--- src/hw/rtl/bdq_pkg.sv ---
`timescale 1ns / 1ps

package bdq_pkg;

	typedef enum logic [2:0] {
		ACT_PUSH_FRONT = 3'd0,
		ACT_PUSH_BACK  = 3'd1,
		ACT_POP_FRONT  = 3'd2,
		ACT_POP_BACK   = 3'd3,
		ACT_PURGE      = 3'd4,
		ACT_CLEAR      = 3'd5,
		ACT_EMIT_FIRST = 3'd6,
		ACT_EMIT_LAST  = 3'd7
	} act_t;

	typedef struct packed {
		logic shl;
		logic shr;
		logic wr;
	} cell_ctl_t;

endpackage

--- src/hw/rtl/bdq_cell.sv ---
`timescale 1ns / 1ps

module bdq_cell #(
	parameter int IW  = 6,
	parameter int IDX = 0
) (
	input  logic                clk,
	input  bdq_pkg::cell_ctl_t  ctl,
	input  logic [IW-1:0]       wr_idx,
	input  logic signed [31:0]  wr_data,
	input  logic signed [31:0]  left,
	input  logic signed [31:0]  right,
	output logic signed [31:0]  q
);
	import bdq_pkg::*;

	localparam logic [IW-1:0] MY_IDX = IW'(IDX);

	logic signed [31:0] data_q;

	always_ff @(posedge clk) begin
		if (ctl.wr && wr_idx == MY_IDX) begin
			data_q <= wr_data;
		end else if (ctl.shl) begin
			data_q <= right;
		end else if (ctl.shr) begin
			data_q <= left;
		end
	end

	assign q = data_q;

endmodule

--- src/hw/rtl/bdq_ctrl.sv ---
`timescale 1ns / 1ps

module bdq_ctrl #(
	parameter int CAPACITY = 64,
	parameter int IW       = $clog2(CAPACITY),
	parameter int CW       = $clog2(CAPACITY + 1)
) (
	input  logic                clk,
	input  logic                arst_n,
	input  logic                in_valid,
	output logic                in_stall,
	input  logic [2:0]          action,
	input  logic signed [31:0]  value,
	input  logic [6:0]          count,
	input  logic signed [31:0]  head,
	output bdq_pkg::cell_ctl_t  ctl,
	output logic [IW-1:0]       wr_idx,
	output logic signed [31:0]  wr_data,
	output logic                out_valid,
	input  logic                out_stall,
	output logic signed [31:0]  item_value,
	output logic                has_value,
	output logic                store_empty,
	output logic                rejected,
	output logic                last_of_run
);
	import bdq_pkg::*;

	typedef enum logic [2:0] {
		ST_IDLE   = 3'b001,
		ST_RESULT = 3'b010,
		ST_WALK   = 3'b100
	} state_t;

	localparam logic [CW-1:0] CAP_C = CW'(CAPACITY);
	localparam logic [CW-1:0] ONE_C = CW'(1);

	state_t             state_q;
	logic [CW-1:0]      count_q;
	logic [CW-1:0]      k_q;
	logic [CW-1:0]      j_q;
	logic [CW-1:0]      s_q;
	logic [CW-1:0]      e_q;
	logic               purge_q;
	logic               rej_q;
	logic signed [31:0] val_q;

	logic               out_valid_q;
	logic signed [31:0] item_value_q;
	logic               has_value_q;
	logic               store_empty_q;
	logic               rejected_q;
	logic               last_q;

	logic               accept;
	logic               out_free;
	logic               full;
	logic [CW-1:0]      n_emit;
	logic               is_out;
	logic               keep;
	logic               go;
	logic [CW-1:0]      purge_idx;
	logic [CW-1:0]      last_idx;
	logic               out_load;

	assign in_stall = (state_q != ST_IDLE);
	assign accept   = in_valid && !in_stall;
	assign out_free = !out_valid_q || !out_stall;
	assign full     = (count_q == CAP_C);
	assign n_emit   = (count < 7'(count_q)) ? CW'(count) : count_q;
	assign is_out   = !purge_q && (k_q >= s_q) && (k_q <= e_q);
	assign keep     = (head != val_q);
	assign go       = (state_q == ST_WALK) && (!is_out || out_free);
	assign purge_idx = CW'(j_q + count_q - k_q - ONE_C);
	assign last_idx = CW'(count_q - ONE_C);
	assign out_load = ((state_q == ST_RESULT) && out_free) || (go && is_out);

	always_comb begin
		ctl     = '0;
		wr_idx  = count_q[IW-1:0];
		wr_data = value;
		if (accept) begin
			case (action)
				ACT_PUSH_FRONT: ctl.shr = !full;
				ACT_PUSH_BACK:  ctl.wr  = !full;
				ACT_POP_FRONT:  ctl.shl = (count_q != '0);
				default: ;
			endcase
		end else if (go) begin
			ctl.shl = 1'b1;
			ctl.wr  = purge_q ? keep : 1'b1;
			wr_idx  = purge_q ? purge_idx[IW-1:0] : last_idx[IW-1:0];
			wr_data = head;
		end
	end

	always_ff @(posedge clk or negedge arst_n) begin
		if (!arst_n) begin
			state_q     <= ST_IDLE;
			count_q     <= '0;
			k_q         <= '0;
			j_q         <= '0;
			s_q         <= '0;
			e_q         <= '0;
			purge_q     <= 1'b0;
			rej_q       <= 1'b0;
			val_q       <= '0;
			out_valid_q <= 1'b0;
		end else begin
			if (out_load) begin
				out_valid_q <= 1'b1;
			end else if (!out_stall) begin
				out_valid_q <= 1'b0;
			end
			unique case (state_q)
				ST_IDLE: begin
					if (accept) begin
						k_q <= '0;
						j_q <= '0;
						case (action) inside
							ACT_PUSH_FRONT, ACT_PUSH_BACK: begin
								if (full) begin
									rej_q   <= 1'b1;
									state_q <= ST_RESULT;
								end else begin
									count_q <= count_q + ONE_C;
								end
							end
							ACT_POP_FRONT, ACT_POP_BACK: begin
								if (count_q != '0) begin
									count_q <= count_q - ONE_C;
								end
							end
							ACT_PURGE: begin
								purge_q <= 1'b1;
								val_q   <= value;
								if (count_q != '0) begin
									state_q <= ST_WALK;
								end
							end
							ACT_CLEAR: begin
								count_q <= '0;
							end
							default: begin
								purge_q <= 1'b0;
								if (count_q == '0) begin
									rej_q   <= 1'b0;
									state_q <= ST_RESULT;
								end else if (n_emit != '0) begin
									s_q     <= (action == ACT_EMIT_FIRST) ? '0
										: CW'(count_q - n_emit);
									e_q     <= (action == ACT_EMIT_FIRST)
										? CW'(n_emit - ONE_C) : last_idx;
									state_q <= ST_WALK;
								end
							end
						endcase
					end
				end
				ST_RESULT: begin
					if (out_free) begin
						state_q <= ST_IDLE;
					end
				end
				ST_WALK: begin
					if (go) begin
						if (purge_q && keep) begin
							j_q <= j_q + ONE_C;
						end
						k_q <= k_q + ONE_C;
						if (k_q == last_idx) begin
							if (purge_q) begin
								count_q <= keep ? CW'(j_q + ONE_C) : j_q;
							end
							state_q <= ST_IDLE;
						end
					end
				end
				default: state_q <= ST_IDLE;
			endcase
		end
	end

	always_ff @(posedge clk) begin
		if (state_q == ST_RESULT && out_free) begin
			item_value_q  <= '0;
			has_value_q   <= 1'b0;
			store_empty_q <= !rej_q;
			rejected_q    <= rej_q;
			last_q        <= 1'b1;
		end else if (go && is_out) begin
			item_value_q  <= head;
			has_value_q   <= 1'b1;
			store_empty_q <= 1'b0;
			rejected_q    <= 1'b0;
			last_q        <= (k_q == e_q);
		end
	end

	assign out_valid   = out_valid_q;
	assign item_value  = item_value_q;
	assign has_value   = has_value_q;
	assign store_empty = store_empty_q;
	assign rejected    = rejected_q;
	assign last_of_run = last_q;

	a_count_bound: assert property (@(posedge clk) disable iff (!arst_n)
		count_q <= CAP_C)
		else $error("element count above capacity");

	a_walk_index: assert property (@(posedge clk) disable iff (!arst_n)
		state_q == ST_WALK |-> k_q < count_q)
		else $error("walk index past live elements");

	a_shift_dir: assert property (@(posedge clk) disable iff (!arst_n)
		!(ctl.shl && ctl.shr))
		else $error("chain shifted both ways");

	a_beat_kind: assert property (@(posedge clk) disable iff (!arst_n)
		out_valid_q && has_value_q |-> !store_empty_q && !rejected_q)
		else $error("element beat carries a status flag");

endmodule

--- src/hw/rtl/bounded_deque_with_value_purge_core.sv ---
`timescale 1ns / 1ps

// bounded deque of signed 32-bit values with value purge
// input channel: in_valid / in_stall with action, value, count
// output channel: out_valid / out_stall with item_value, has_value,
//   store_empty, rejected, last_of_run; last_of_run marks the final beat
//   of a command
// storage is a chain of CAPACITY cells, cell 0 holds the front element
// push, pop and clear give no beat unless a push is rejected
// a rejected push or an emit on an empty store gives one status beat,
//   loaded from ST_RESULT once the output register is free
// purge and emit walk the chain one element per cycle while no emitted
//   element is held by out_stall, rotating the live elements once around;
//   purge drops those equal to value, and in_stall stays high meanwhile
// emitted elements leave one per cycle while out_stall is low, each valid in the cycle after its walk step
// when out_stall is high the walk pauses on an element to be emitted;
//   an idle block still takes a command while a beat waits
// reset empties the store; cell contents are not cleared

module bounded_deque_with_value_purge_core #(
	parameter int CAPACITY = 64
) (
	input  logic               clk,
	input  logic               arst_n,
	input  logic               in_valid,
	output logic               in_stall,
	input  logic [2:0]         action,
	input  logic signed [31:0] value,
	input  logic [6:0]         count,
	output logic               out_valid,
	input  logic               out_stall,
	output logic signed [31:0] item_value,
	output logic               has_value,
	output logic               store_empty,
	output logic               rejected,
	output logic               last_of_run
);
	import bdq_pkg::*;

	localparam int IW = $clog2(CAPACITY);
	localparam int CW = $clog2(CAPACITY + 1);

	cell_ctl_t          ctl;
	logic [IW-1:0]      wr_idx;
	logic signed [31:0] wr_data;
	logic signed [31:0] cell_q [CAPACITY];

	bdq_ctrl #(
		.CAPACITY (CAPACITY),
		.IW       (IW),
		.CW       (CW)
	) u_ctrl (
		.clk         (clk),
		.arst_n      (arst_n),
		.in_valid    (in_valid),
		.in_stall    (in_stall),
		.action      (action),
		.value       (value),
		.count       (count),
		.head        (cell_q[0]),
		.ctl         (ctl),
		.wr_idx      (wr_idx),
		.wr_data     (wr_data),
		.out_valid   (out_valid),
		.out_stall   (out_stall),
		.item_value  (item_value),
		.has_value   (has_value),
		.store_empty (store_empty),
		.rejected    (rejected),
		.last_of_run (last_of_run)
	);

	for (genvar i = 0; i < CAPACITY; i++) begin : g_cell
		logic signed [31:0] left_d;
		logic signed [31:0] right_d;

		if (i == 0) begin : g_first
			assign left_d = wr_data;
		end else begin : g_mid_l
			assign left_d = cell_q[i-1];
		end

		if (i == CAPACITY - 1) begin : g_last
			assign right_d = '0;
		end else begin : g_mid_r
			assign right_d = cell_q[i+1];
		end

		bdq_cell #(
			.IW  (IW),
			.IDX (i)
		) u_cell (
			.clk     (clk),
			.ctl     (ctl),
			.wr_idx  (wr_idx),
			.wr_data (wr_data),
			.left    (left_d),
			.right   (right_d),
			.q       (cell_q[i])
		);
	end

endmodule
--- config.mk ---
export PLATFORM = sky130hd
export DESIGN_NAME = bounded_deque_with_value_purge_core
export DESIGN_NICKNAME = d
export VERILOG_FILES = /design/src/hw/rtl/bdq_pkg.sv /design/src/hw/rtl/bdq_cell.sv /design/src/hw/rtl/bdq_ctrl.sv /design/src/hw/rtl/bounded_deque_with_value_purge_core.sv
export SDC_FILE = /design/constraint.sdc
export NUM_CORES = 2
export LEC_CHECK = 0
export BUFFER_PORTS_ARGS = -buffer_cell sky130_fd_sc_hd__buf_4
export CAP_MARGIN = 20
export CORE_UTILIZATION = 30
export CTS_BUF_LIST = sky130_fd_sc_hd__clkbuf_4
export CTS_CLUSTER_SIZE = 8
export DETAILED_ROUTE_END_ITERATION = 16
export HOLD_SLACK_MARGIN = 0.02
export SLEW_MARGIN = 20
export SYNTH_ARGS = -nofsm -noshare
export SYNTH_HDL_FRONTEND = slang
export SYNTH_SLANG_ARGS = --single-unit
export TNS_END_PERCENT = 5
--- constraint.sdc ---
create_clock -name clk -period 6.2 [get_ports clk]
set_clock_uncertainty 0.1 [all_clocks]
set_input_delay 0.93 -clock clk [delete_from_list [all_inputs] [get_ports clk]]
set_output_delay 0.93 -clock clk [all_outputs]
set_load 0.02 [all_outputs]
-- Yosys cells after proc, flatten, opt, wreduce, memory -nomap -nowiden
Index checks and enable logic that the tools add are counted.
- reduce and logical (&&, ||, !) cells: 163
- order comparisons: 3
- equality and inequality tests: 98
- multiplexer cells: 253
- add/subtract/negate cells: 9
- bitwise gates (word level): 5
- operators with widths (kind ; count):
    two-way mux 32 bit ; 194
    == test 6 bit, second input constant ; 32
    nonzero test 3 bit ; 64
    two-way mux 7 bit ; 18
    == test 6 x 5 -> 1 bit, second input constant ; 16
    logical AND 1 bit ; 71
    == test 6 x 4 -> 1 bit, second input constant ; 8
    case mux 7 bit (2 select lines) ; 3
    two-way mux 3 bit ; 12
    inequality test 32 bit ; 1
    == test 6 x 3 -> 1 bit, second input constant ; 4
    two-way mux 1 bit ; 22
    adder 7 x 1 -> 7 bit, second input constant ; 3
    two-way mux 6 bit ; 3
    AND reduction 9 bit ; 2
    inequality test 4 x 3 -> 1 bit, second input constant ; 4
    == test 7 bit ; 2
    inequality test 2 x 1 -> 1 bit, second input constant ; 7
    nonzero test 7 bit ; 2
    subtractor 7 x 1 -> 7 bit, second input constant ; 2
    == test 3 bit, second input constant ; 4
    == test 6 x 2 -> 1 bit, second input constant ; 2
    inequality test 2 bit, second input constant ; 5
    AND reduction 5 bit ; 2
    29 further kinds ; 48
- bits of input ports: 46
- flip-flop bits (word level): 2157

-- Logic depth before layout (Yosys ltp)
- word-level depth: 11
- depth in mapped cells: 20

-- By module
A second synthesis with hierarchy kept.
- cell total of the unflattened synthesis: 7650
- area, all modules: 126301.1 sq um
- modules (own cells, without submodules) (module ; area an instance (sq um) ; instances ; seq. area each (sq um) ; cells each):
    bdq_cell (g_cell[11].u_cell ...) ; 1904.3 ; 15 ; 960.9 ; 108
    bdq_cell (g_cell[15].u_cell ...) ; 1785.5 ; 9 ; 960.9 ; 107
    bdq_cell (g_cell[10].u_cell ...) ; 1908.1 ; 6 ; 960.9 ; 108
    bdq_cell (g_cell[13].u_cell ...) ; 1886.8 ; 6 ; 960.9 ; 107
    bdq_cell (g_cell[20].u_cell ...) ; 1889.3 ; 5 ; 960.9 ; 108
    bdq_ctrl ; 7180.6 ; 1 ; 2568.7 ; 773
    bdq_cell (g_cell[31].u_cell ...) ; 1774.2 ; 4 ; 960.9 ; 107
    bdq_cell (g_cell[23].u_cell ...) ; 1770.4 ; 4 ; 960.9 ; 106
    bdq_cell (g_cell[61].u_cell ...) ; 1936.9 ; 2 ; 960.9 ; 107
    bdq_cell (g_cell[4].u_cell ...) ; 1899.3 ; 2 ; 960.9 ; 108
    bdq_cell (g_cell[16].u_cell ...) ; 1886.8 ; 2 ; 960.9 ; 108
    bdq_cell (g_cell[49].u_cell ...) ; 1883.1 ; 2 ; 960.9 ; 108
    bdq_cell (g_cell[19].u_cell ...) ; 1771.7 ; 2 ; 960.9 ; 106
    bdq_cell (g_cell[12].u_cell) ; 1898.1 ; 1 ; 960.9 ; 107
    +5 rows ; n/a ; n/a ; n/a ; n/a

-- Worst setup path after synthesis
No wires, ideal clock.
- path type: reg-to-reg
- start point: reg u_ctrl.count_q[1]
- end point: reg g_cell[53].u_cell.data_q[0], enable pin
- path slack: -0.078 ns
- period minus slack after synthesis: 6.278 ns
- path buffers: 3
- arrival time: 5.713 ns
- stages on the path, launching flop included: 15
- cell sequence: dfrtp_1 > clkbuf_1 > inv_1 > fa_1 > inv_1 > ha_1 > fa_1 > nand3_1 > and4_1 > o31ai_2 > o311a_4 > or3_1 > buf_6 > buf_6 > o21ai_0
- cells in the longest elaborated chain, start to end: 9
- elaborated cells on any way between the ends: 19
- those cells by class: 4 x add/sub; 2 x eq/ne; 9 x mux; 4 x reduce/logical
- ends and longest elaborated chain (what ; line ; RTL):
    start, declared ; bdq_ctrl.sv:39 ; logic [CW-1:0] count_q;
    start signal, assigned ; bdq_ctrl.sv:126 ; count_q <= count_q + ONE_C;
    start signal, assigned ; bdq_ctrl.sv:131 ; count_q <= count_q - ONE_C;
    start signal, assigned ; bdq_ctrl.sv:173 ; count_q <= keep ? CW'(j_q + ONE_C) : j_q;
    adder 6 bit ; bdq_ctrl.sv:74 ; assign purge_idx = CW'(j_q + count_q - k_q - ONE_C);
    subtractor 6 bit ; bdq_ctrl.sv:74 ;
    subtractor 6 x 1 -> 6 bit ; bdq_ctrl.sv:74 ;
    two-way mux 6 bit ; bdq_ctrl.sv:92 ; wr_idx = purge_q ? purge_idx[IW-1:0] : last_idx[IW-1:0];
    two-way mux 6 bit ; bdq_ctrl.sv:89 ; end else if (go) begin
    two-way mux 6 bit ; bdq_ctrl.sv:82 ; if (accept) begin
    == test 6 bit ; bdq_cell.sv:22 ; if (ctl.wr && wr_idx == MY_IDX) begin
    logical AND 1 bit ; bdq_cell.sv:22 ;
    nonzero test 3 bit (no line) * ; n/a ;
    end signal, assigned ; bdq_cell.sv:23 ; data_q <= wr_data;
    end signal, assigned ; bdq_cell.sv:25 ; data_q <= right;
    end signal, assigned ; bdq_cell.sv:27 ; data_q <= left;
    end, declared ; bdq_cell.sv:19 ; logic signed [31:0] data_q;
Mark *: on every way between the ends. The rest lies on a longest branch, timed or not.
A chain may end at the register's enable or synchronous reset.

-- Worst setup path in the final report
- start point: reg u_ctrl.count_q[3]
- end point: reg g_cell[37].u_cell.data_q[27], data pin
- cells in the longest elaborated chain, start to end: 9
- elaborated cells on any way between the ends: 18
- those cells by class: 4 x add/sub; 2 x eq/ne; 9 x mux; 3 x reduce/logical
- ends and longest elaborated chain (what ; line):
    adder 6 bit ; bdq_ctrl.sv:74
    subtractor 6 bit ; bdq_ctrl.sv:74
    subtractor 6 x 1 -> 6 bit ; bdq_ctrl.sv:74
    two-way mux 6 bit ; bdq_ctrl.sv:92
    two-way mux 6 bit ; bdq_ctrl.sv:89
    two-way mux 6 bit ; bdq_ctrl.sv:82
    == test 6 bit ; bdq_cell.sv:22
    logical AND 1 bit ; bdq_cell.sv:22
    two-way mux 32 bit * ; bdq_cell.sv:22
    end signal, assigned ; bdq_cell.sv:23
    end signal, assigned ; bdq_cell.sv:25
    end signal, assigned ; bdq_cell.sv:27
    end, declared ; bdq_cell.sv:19
Marks and branches as above.

==> out/qor.yml <==
synthesis:
  synth_top_area_share_pct: 54.1
  avgSynthCellArea_sq_um: 14.6
  synth_seq_cells: 2157
  async_reset_ff_share_pct: 3.38
  synth-main-ff-cell: "edfxtp_1"
  synth_top_area_cell: "edfxtp_1"
  synth_cells: 7800
  synth_area_leaders: "edfxtp_1 54%, mux2i_1 36%, dfrtp_1 1.6%, buf_2 1.1%, clkbuf_1 1.0%"
  yosysSeqAreaShare_pct: 56.3
  synth_edf_count: 2050
  syn-num-nets: 7889
  synthDistinctLibCells: 82
  yosysWarnings: 0
  syn-cell-area_sq_um: 114000
setup_path:
  cp_max_fo: 32
  cp.arrival_ns: 6.11
  worstPathRequired_ns: 7.04
  r2r_slack_ns: 0.93
  worstSetupEndpointType: "register"
  worst_r2r_path_depth: 12
  r2r_end: "g_cell[37].u_cell.q[27]"
  setup.worst_path.start_class: "register"
  criticalPathCategory: "reg2reg"
  r2r-start: "u_ctrl.count_q[3]"
floorplanning:
  dieArea_sq_um: 382000
  die_h_um: 618
  row_count: 225
  core_sq_um: 377000
  initial_core_util_pct: 30.2
  io_pins: 84
  die-width_um: 618
clock_network:
  tritoncts: "yes"
  clk_path_buf_depth: 4
  cts_buffers: 605
  clk_pin_slew_ns: 0.06
  clock_sinks: 2157
  clk_latency_ns: 1.30
  htreeDepth: 6
  root_buffer: "clkbuf_4"
sta:
  finalHoldViolCount: 0
  finalSetupViolCount: 0
  relSlewSlack_pct: 21.3
  hold_ws_ns: 0.222
  min_period_over_period_pct: 85.1
  fmax_ghz: 0.190
  fin_crit_ns: 5.27
  tightest_slew_ns: 1.18
  slew_viol_final: 0
  rsz0062_at_grt: "false"
min_path:
  hold_end: "u_ctrl.e_q[2]"
  hold_path_depth: 5
  hold_class: "in2reg"
  min_from: "count[2]"
routing:
  viasPerCell: 5.01
  drt_iter0_drc: 4927
  wl_per_cell_um: 22.9
  dr.pass1.iters: 5
  postRouteAntennaNets: 0
  dr_total_vias: 67777
  drc_errors: 0
  routed_wl_um: 310000
power:
  leakagePower_nw: 51.8
  power_density_nw_per_um2: 455
  peakVddDrop_uv: 350
run:
  cap_violations: 0
final_layout:
  drive_above_1_share_pct: 17.7
  final_area_sq_um: 129000
  multiInputGateArea_sq_um: 47000
  ff_latch_area_sq_um: 64100
  fillers: 36445
  finalNetCount: 8202
  area_delta_synth_final_pct: 13.2
grt:
  grt_pass1_wl_um: 466000
  grt_usage_pct: 15.7
  grt_pass1_vias: 72240
  grt-ovfl-total: 0
  grt_max_degree: 124
  antenna_found_initial: 12
placement:
  gp_congestion: 0.819
  placed_area_sq_um: 121000
  post-dp-hpwl_um: 201000
  io_buffer_count: 83
outcome:
  outcome: "completed"
## cell usage in the layout, fill, tap and decap left out, types with 64 or more instances in the layout
cell / Yosys / layout
a21oi_1: 69 / 64
buf_4: 123 / 316
clkbuf_4: 0 / 902
clkinv_1: 1 / 65
dfrtp_1: 72 / 72
edfxtp_1: 2050 / 2050
inv_1: 73 / 73
mux2i_1: 4045 / 4013
nand2_1: 137 / 132
o21ai_0: 111 / 71
## routing by layer
metal	vias up	part of all wire (%)	wire (um)	track usage, %
met3	535	4.5	13900	2.46
met5	-	0.015	47	0
met1	34648	45	139000	20.8
met2	1767	48	149000	26.3
met4	8	2.6	8160	4.90
li1	30819	-	-	-
## power by group
| group | switching (mW) | internal (mW) | leakage, nW |
|---|---|---|---|
| Combinational | 11.4 | 7.61 | 27.2 |
| Clock | 6.26 | 7.13 | 4.55 |
| Sequential | 3.12 | 23.1 | 20.1 |
## synthesized netlist by cell type, drive strengths merged, types with 8 or more instances
master	instances
xor2	45
edfxtp	2050
buf	396
o31ai	16
dfrtp	72
and3	13
nand3	56
dfxtp	34
nand4	8
inv	74
o21ai	115
xnor2	22
nor3	24
nand2	142
mux2i	4046
nor4	14
nand2b	25
nor2	89
and2	16
mux2	35
ha	36
a21oi	70
clkbuf	302
## metrics by stage
step                setup TNS (ns)  instances  worst slack, ns  power (mW)  utilization [%]
floorplan                   -22.56       7800          -0.0783        38.6                -
global placement                 0      12450            0.956        44.7             32.1
detailed placement               0      12451             1.03        45.5             32.1
CTS                              0      13510            0.920        59.0             34.2
global route                     0      13515            0.657        61.7             34.2
finish                           0      13517            0.926        58.6             34.2
## worst max path at each step
stage / start / endpoint / depth (start not counted)
floorplan: u_ctrl.count_q[1] / g_cell[53].u_cell.q[0] / 14
global placement: u_ctrl.count_q[3] / g_cell[37].u_cell.q[21] / 12
detailed placement: u_ctrl.count_q[3] / g_cell[37].u_cell.q[27] / 12
CTS: u_ctrl.count_q[3] / g_cell[37].u_cell.q[10] / 12
global route: u_ctrl.count_q[3] / g_cell[37].u_cell.q[27] / 12
finish: u_ctrl.count_q[3] / g_cell[37].u_cell.q[27] / 12
## critical path, stage by stage, from the launching register on
cell and delay [ns]:
dfrtp_1 0.65, inv_2 0.23, fa_1 0.54, inv_1 0.06, ha_1 0.33, nand3_1 0.13, a211oi_1 0.35, o31ai_2 0.16
o311a_4 0.38, or3_2 0.93, nor2_4 0.24, buf_4 0.57, mux2i_1 0.17
## kinds of logic (layout without fill, tap and decap cells)
group	count (synthesis)	in the layout	synth area share, %
AOI/OAI and AO/OA	253	253	1.35
xor gates and xnor gates	70	70	0.576
adders and majority gates	43	43	0.519
buffers and inverters	773	1491	3.36
DFF	2157	2157	56.3
muxes	4081	4081	35.9
other	0	5	0
and+or+nand+nor	423	423	2.01
## final cells by class
class	count	area share, %
Clock buffer	902	5.25
Multi-Input combinational cell	4870	36.5
Antenna cell	5	0.00971
Timing Repair Buffer	404	2.85
Sequential cell	2157	49.7
Inverter	75	0.218
Tap cell	4994	4.85
Clock inverter	110	0.623
## registers in the layout (all words and copies together), names as in the netlist
register / flops
u_ctrl.s_q: 7
u_ctrl.state_q: 3
u_ctrl.store_empty: 1
u_ctrl.e_q: 7
u_ctrl.rejected: 1
u_ctrl.item_value: 32
u_ctrl.count_q: 7
u_ctrl.j_q: 7
u_ctrl.rej_q: 1
u_ctrl.k_q: 7
u_ctrl.val_q: 32
u_ctrl.out_valid: 1
u_ctrl.has_value: 1
u_ctrl.last_of_run: 1
u_ctrl.purge_q: 1
g_cell.u_cell.q: 2048
## repair_timing
| action | CTS | global route |
|---|---|---|
| endpoints found under the hold margin | 177 | 0 |
| gates resized for setup | 0 | 0 |
| setup buffers | 0 | 0 |
| hold buffers | 47 | 0 |
Note: power is estimated with default switching activity, not from simulation.
